==> config.mk <==
export PLATFORM = sky130hd
export DESIGN_NAME = mksm_ctrl
export DESIGN_NICKNAME = d
export VERILOG_FILES = /design/src/design/mksm_pkg.sv /design/src/design/mksm_ctrl.sv
export SDC_FILE = /design/constraint.sdc
export NUM_CORES = 1
export LEC_CHECK = 0
export BUFFER_PORTS_ARGS = -buffer_cell sky130_fd_sc_hd__buf_2
export CORE_AREA = 10 10 64 66
export DETAILED_ROUTE_END_ITERATION = 10
export DIE_AREA = 0 0 74 76
export PLACE_DENSITY = 0.76
export SETUP_SLACK_MARGIN = 0.3
export SLEW_MARGIN = 5
export SYNTH_ARGS = -nofsm -noshare
export SYNTH_HDL_FRONTEND = slang
export SYNTH_SLANG_ARGS = --single-unit
==> constraint.sdc <==
create_clock -name clk_i -period 4.2 [get_ports clk_i]
set_input_delay 0.63 -clock clk_i [delete_from_list [all_inputs] [get_ports clk_i]]
set_output_delay 0.63 -clock clk_i [all_outputs]
set_load 0.01 [all_outputs]
==> src/design/mksm_pkg.sv <==
package mksm_pkg;

  localparam int unsigned STATES   = 64;
  localparam int unsigned KEYWORDS = 16;
  localparam int unsigned ALPHABET = 256;

  localparam int unsigned SW         = $clog2(STATES);
  localparam int unsigned AW         = $clog2(ALPHABET);
  localparam int unsigned GA         = SW + AW;
  localparam int unsigned GOTO_DEPTH = STATES * ALPHABET;
  localparam int unsigned CW         = SW + 1;
  localparam int unsigned KW         = $clog2(KEYWORDS);
  localparam int unsigned KCW        = $clog2(KEYWORDS + 1);
  localparam int unsigned MASKW      = 16;
  localparam int unsigned NCW        = 5;
  localparam int unsigned POSW       = 16;
  localparam int unsigned SYMW       = 8;
  localparam int unsigned IUSERW     = 3;
  localparam int unsigned ODATAW     = 40;
  localparam int unsigned OUSERW     = 2;

  typedef enum logic [1:0] {
    FUNC_CLEAR  = 2'd0,
    FUNC_INSERT = 2'd1,
    FUNC_BUILD  = 2'd2,
    FUNC_MATCH  = 2'd3
  } func_e;

  typedef enum logic [1:0] {
    STAT_OK     = 2'd0,
    STAT_FULL   = 2'd1,
    STAT_KWORDS = 2'd2,
    STAT_NBUILT = 2'd3
  } status_e;

  typedef struct packed {
    logic accept;
    logic sweep_step;
    logic ins_read;
    logic ins_update;
    logic bld_init;
    logic ch_read;
    logic ch_check;
    logic fg_read;
    logic fg_check;
    logic fl_load;
    logic own_read;
    logic own_write;
    logic np_read;
    logic pw_load;
    logic pf_load;
    logic m_read;
    logic m_check;
    logic m_fail;
    logic m_mask;
    logic out_load;
  } cmd_t;

  typedef struct packed {
    func_e in_func;
    logic  built;
    logic  sweep_last;
    logic  goto_hit;
    logic  a_last;
    logic  root_phase;
    logic  f_root;
    logic  s_root;
    logic  q_more;
    logic  out_free;
  } sts_t;

endpackage

==> src/design/mksm_ctrl.sv <==
module mksm_ctrl (
  input  logic           clk_i,
  input  logic           rst_ni,
  input  logic           in_valid_i,
  output logic           in_ready_o,
  input  mksm_pkg::sts_t sts_i,
  output mksm_pkg::cmd_t cmd_o
);

  typedef enum logic [20:0] {
    S_RSWEEP   = 21'd1 << 0,
    S_IDLE     = 21'd1 << 1,
    S_CSWEEP   = 21'd1 << 2,
    S_INS_RD   = 21'd1 << 3,
    S_INS_UPD  = 21'd1 << 4,
    S_BINIT    = 21'd1 << 5,
    S_CH_RD    = 21'd1 << 6,
    S_CH_CHK   = 21'd1 << 7,
    S_FG_RD    = 21'd1 << 8,
    S_FG_CHK   = 21'd1 << 9,
    S_FL_WAIT  = 21'd1 << 10,
    S_OWN_RD   = 21'd1 << 11,
    S_OWN_WAIT = 21'd1 << 12,
    S_NP       = 21'd1 << 13,
    S_PW       = 21'd1 << 14,
    S_PF       = 21'd1 << 15,
    S_M_RD     = 21'd1 << 16,
    S_M_CHK    = 21'd1 << 17,
    S_M_FL     = 21'd1 << 18,
    S_M_OM     = 21'd1 << 19,
    S_RESP     = 21'd1 << 20
  } state_e;

  state_e state_q, state_d;

  assign in_ready_o = (state_q == S_IDLE);

  always_comb begin
    state_d = state_q;
    cmd_o   = '0;
    unique case (state_q)
      S_RSWEEP: begin
        cmd_o.sweep_step = 1'b1;
        if (sts_i.sweep_last) state_d = S_IDLE;
      end
      S_IDLE: begin
        if (in_valid_i) begin
          cmd_o.accept = 1'b1;
          unique case (sts_i.in_func)
            mksm_pkg::FUNC_CLEAR:  state_d = S_CSWEEP;
            mksm_pkg::FUNC_INSERT: state_d = S_INS_RD;
            mksm_pkg::FUNC_BUILD:  state_d = S_BINIT;
            mksm_pkg::FUNC_MATCH:  state_d = sts_i.built ? S_M_RD : S_RESP;
            default:               state_d = S_RESP;
          endcase
        end
      end
      S_CSWEEP: begin
        cmd_o.sweep_step = 1'b1;
        if (sts_i.sweep_last) state_d = S_RESP;
      end
      S_INS_RD: begin
        cmd_o.ins_read = 1'b1;
        state_d = S_INS_UPD;
      end
      S_INS_UPD: begin
        cmd_o.ins_update = 1'b1;
        state_d = S_RESP;
      end
      S_BINIT: begin
        cmd_o.bld_init = 1'b1;
        state_d = S_CH_RD;
      end
      S_CH_RD: begin
        cmd_o.ch_read = 1'b1;
        state_d = S_CH_CHK;
      end
      S_CH_CHK: begin
        cmd_o.ch_check = 1'b1;
        if (sts_i.goto_hit) begin
          state_d = sts_i.root_phase ? S_OWN_RD : S_FG_RD;
        end else begin
          state_d = sts_i.a_last ? S_NP : S_CH_RD;
        end
      end
      S_FG_RD: begin
        cmd_o.fg_read = 1'b1;
        state_d = S_FG_CHK;
      end
      S_FG_CHK: begin
        cmd_o.fg_check = 1'b1;
        state_d = (!sts_i.goto_hit && !sts_i.f_root) ? S_FL_WAIT : S_OWN_RD;
      end
      S_FL_WAIT: begin
        cmd_o.fl_load = 1'b1;
        state_d = S_FG_RD;
      end
      S_OWN_RD: begin
        cmd_o.own_read = 1'b1;
        state_d = S_OWN_WAIT;
      end
      S_OWN_WAIT: begin
        cmd_o.own_write = 1'b1;
        state_d = sts_i.a_last ? S_NP : S_CH_RD;
      end
      S_NP: begin
        cmd_o.np_read = 1'b1;
        state_d = sts_i.q_more ? S_PW : S_RESP;
      end
      S_PW: begin
        cmd_o.pw_load = 1'b1;
        state_d = S_PF;
      end
      S_PF: begin
        cmd_o.pf_load = 1'b1;
        state_d = S_CH_RD;
      end
      S_M_RD: begin
        cmd_o.m_read = 1'b1;
        state_d = S_M_CHK;
      end
      S_M_CHK: begin
        cmd_o.m_check = 1'b1;
        state_d = (!sts_i.goto_hit && !sts_i.s_root) ? S_M_FL : S_M_OM;
      end
      S_M_FL: begin
        cmd_o.m_fail = 1'b1;
        state_d = S_M_RD;
      end
      S_M_OM: begin
        cmd_o.m_mask = 1'b1;
        state_d = S_RESP;
      end
      S_RESP: begin
        if (sts_i.out_free) begin
          cmd_o.out_load = 1'b1;
          state_d = S_IDLE;
        end
      end
      default: state_d = S_IDLE;
    endcase
  end

  always_ff @(posedge clk_i or negedge rst_ni) begin
    if (!rst_ni) begin
      state_q <= S_RSWEEP;
    end else begin
      state_q <= state_d;
    end
  end

endmodule

# After elaboration in Yosys (flattened, before gate mapping)
# Cells that the tools add are included.
word_totals:
  output_inout_bits: 21
  inputBits: 14
  register_bits: 21
op_classes:
  n_eq_ne: 28
  n_mux: 35
  reduce_logical: 10
op_table:
  columns: ["cell", "n"]
  rows:
  - ["case mux 21 bit (19 select lines)", 1]
  - ["two-way mux 21 bit", 6]
  - ["case mux 21 bit (4 select lines)", 1]
  - ["two-way mux 14 bit", 2]
  - ["two-way mux 12 bit", 2]
  - ["two-way mux 1 bit", 22]
  - ["equality test 21 x 1 -> 1 bit (second input constant)", 1]
  - ["equality test 21 x 10 -> 1 bit (second input constant)", 1]
  - ["equality test 21 x 11 -> 1 bit (second input constant)", 1]
  - ["equality test 21 x 12 -> 1 bit (second input constant)", 1]
  - ["equality test 21 x 13 -> 1 bit (second input constant)", 1]
  - ["equality test 21 x 14 -> 1 bit (second input constant)", 1]
  - ["equality test 21 x 15 -> 1 bit (second input constant)", 1]
  - ["equality test 21 x 16 -> 1 bit (second input constant)", 1]
  - ["equality test 21 x 17 -> 1 bit (second input constant)", 1]
  - ["equality test 21 x 18 -> 1 bit (second input constant)", 1]
  - ["equality test 21 x 19 -> 1 bit (second input constant)", 1]
  - ["equality test 21 x 2 -> 1 bit (second input constant)", 1]
  - ["equality test 21 x 20 -> 1 bit (second input constant)", 1]
  - ["equality test 21 bit (second input constant)", 1]
  - ["equality test 21 x 3 -> 1 bit (second input constant)", 1]
  - ["equality test 21 x 4 -> 1 bit (second input constant)", 1]
  - ["equality test 21 x 5 -> 1 bit (second input constant)", 1]
  - ["equality test 21 x 6 -> 1 bit (second input constant)", 1]
  - ["12 further kinds", 21]

# Depth between registers and ports, before layout
logic_depth:
  ltp_word: 4
  mapped_depth: 9
  ltp_nobuf: 7

# Worst setup path before layout
# No wires, ideal clock.
synth_path:
  kind: "reg-to-output"
  start: "register state_q[6]"
  end: "output port cmd_o[10] in the netlist's numbering"
  t_arrival_ns: 1.991
  path_slack_ns: 1.579
  t_required_ns: 3.570
  stages_incl_launch_ff: 5
  path_buffers: 0
  path_cell_list: "dfrtp_1 -> nor4_2 -> nand3b_2 -> or3_4 -> nor4b_1"
synth_rtl:
  columns: ["item", "line", "source"]
  rows:
  - ["start, declared", "mksm_ctrl.sv:34", "state_e state_q, state_d;"]
  - ["start signal, assigned", "mksm_ctrl.sv:148", "state_q <= state_d;"]
  - ["end, declared", "mksm_ctrl.sv:7", "output mksm_pkg::cmd_t cmd_o"]

==> flow_summary.toml <==
[worst_setup_path]
critPathKind = "reg2out"
slowest_delay_ns = 0.48
path_cells = "nor4_2 -> nand3b_2 -> or3_4 -> nor4b_1 -> buf_2"
startpoint_type = "flip-flop"
arrival_ns = 2.56
path_max_fanout = 6
worstPathRequired_ns = 3.57
crit_slowest_cell = "dfrtp_1"
end_kind = "output pin"

[placed_design]
hpwl_mm = 2.85
globalplace.congestion = 0.902
dp_cells = 211
placed_area_sq_um = 1620
io_buffer_count = 34

[routing]
routed_wl_mm = 3.53
routedWlPerCell_um = 16.4
drt_iter0_markers = 71
firstDrtPassIters = 4
vias_per_cell = 5.97
final_antenna_net_count = 0
vias = 1284
drc = 0

[final_layout]
multi_input_area_sq_um = 861
largest-register = "state_q"
nets = 197
fin_area_sq_um = 1650
final_common_cell = "buf_2"
largest_reg_flops = 21
drive_above_1_share = 0.330
layout.cells.most_common_list = "buf_2, dfrtp_1, nor2_1"
n_fill_cell = 269
num_antenna_cells = 0
instances_no_fill = 215
syn_to_final_growth_pct = 13.2
reg_top3 = "state_q: 21 flops"
regArea_sq_um = 527

[power_and_ir_drop]
p_leak_nw = 0.793
powerDensity_nw_per_um2 = 520
ir_drop_mv = 0.321

[min_path]
hp-class = "in2async"

[timing]
fin_hold_ws_ns = 0.254
setup_viol = 0
max_slew_margin = 0.660
worst_pin_slew_ns = 0.497
rsz0062_at_grt = "no"
period_share = 0.759
slew_violations = 0
hold_violations = 0
skew_ns = 0.00305
setup-tns-final_ns = 0
fmaxAchievable_mhz = 314
fin_crit_ns = 3.19

[synthesis]
synthArstFlopShare = 1.00
synth_nets = 166
ys.flop_type = "dfrtp_1"
ys_ff_latch = 21
syn_inst = 152
syn_area_sq_um = 1460
avgSynthCellArea_sq_um = 9.58
ys_warn_count = 0
synth-edff-count = 0
synth.distinct_cells = 53
ys_seq_area_frac = 0.362

[floorplanning]
pin_count = 35
start_util = 0.497
die_w_um = 74
chipHeight_um = 76
die-area_sq_um = 5620
core_sq_um = 2930
rows = 20

[clock_network]
cts_setup_buffers = 0
cts_buffer_depth = 2
clock_latency_ns = 0.32
clock-sinks = 21
numCtsBuffers = 3
clk_transition_reported_paths_ns = 0.12
ctsResizeCount = 0
h-tree-depth = 1
cts_root_buf = "clkbuf_4"
hold_buffers = 0
cts_tree = "built"

[outcome]
status = "finished clean"

[global_route]
gr-total-overflow = 0
grt_usage = 0.133
grt_pass1_wl_mm = 6.21
antenna_found_initial = 0
grt_max_degree = 22
grt_pass1_vias = 1280

[job]
drv_cap = 0
## through the flow
stage	utilization	power [W]	setup WS [ns]
after global routing	0.563	0.000933	0.806
after detailed placement	0.554	0.000755	1.40
final	0.563	0.000858	1.01
after global placement	0.554	0.000748	1.42
after CTS	0.563	0.000861	1.01
after floorplan	-	0.000658	1.58
## path summary, 6_finish.rpt
| path | depth (start not counted) | to | slack, ns | start |
|---|---|---|---|---|
| worst max-delay path | 5 | cmd_o[10] | 1.01 | state_q[6] |
| worst max register to register | 6 | state_q[6] | 1.83 | state_q[6] |
| max in group asynchronous | 1 | state_q[0] | 3.58 | rst_ni |
| worst min-delay path | 1 | state_q[10] | 0.25 | rst_ni |
| min in group clk_i | 2 | state_q[18] | 0.46 | sts_i[2] |
| worst min register to register | 1 | state_q[17] | 0.58 | state_q[19] |
## synthesized netlist by cell type (3+ instances only)
cell / n / area share
dfrtp_1: 20 / 0.34
nor2_1: 14 / 0.036
nor3_1: 13 / 0.045
nand2_1: 9 / 0.023
nor4b_1: 8 / 0.048
inv_1: 6 / 0.015
nor3b_1: 5 / 0.026
nand2b_1: 4 / 0.017
nor4_1: 4 / 0.017
a21oi_1: 3 / 0.010
buf_2: 3 / 0.010
nand3_1: 3 / 0.010
nand3b_1: 3 / 0.015
nand4_1: 3 / 0.013
nor4_4: 3 / 0.044
xnor2_1: 3 / 0.018
## area by class of cell
cell class,count,area share
sequential,21,0.319
multi-input combinational,117,0.522
clock buffer,3,0.0137
inverter,6,0.0137
tap,33,0.0250
timing repair buffer,34,0.103
clock inverter,1,0.00303
## report_power, final
group | internal (W) | total [W] | switching, W | leakage, nW
sequential | 0.000227 | 0.000281 | 0.0000539 | 0.286
clock | 0.0000357 | 0.000104 | 0.0000682 | 0.0177
combinational | 0.000201 | 0.000473 | 0.000272 | 0.490
total | 0.000464 | 0.000858 | 0.000394 | 0.793
## worst max-delay path: cells and delay by family (launching register included)
| kind | cells | cell delay, ns |
|---|---|---|
| buffers and inverters | 1 | 0.21 |
| flip-flops | 1 | 0.48 |
| AND/OR/NAND/NOR | 4 | 1.56 |
## layer usage
metal  vias up  track usage  routed length [um]
met2        41        0.202                1650
met3         8       0.0404                 296
met5         -            0                   0
met1       598        0.171                1510
met4         0       0.0504                  72
li1        637            -                   -
## cells by family (layout without fill, tap and decap cells)
logic type	after synthesis	count (layout)	share of synthesized area
buffers and inverters	14	44	0.0472
AND/OR/NAND/NOR	94	94	0.463
AO/OA/AOI/OAI	17	17	0.0902
multiplexers	1	1	0.00773
XOR/XNOR	5	5	0.0301
flip-flops	21	21	0.362
Note: power is estimated with default switching activity, not from simulation.
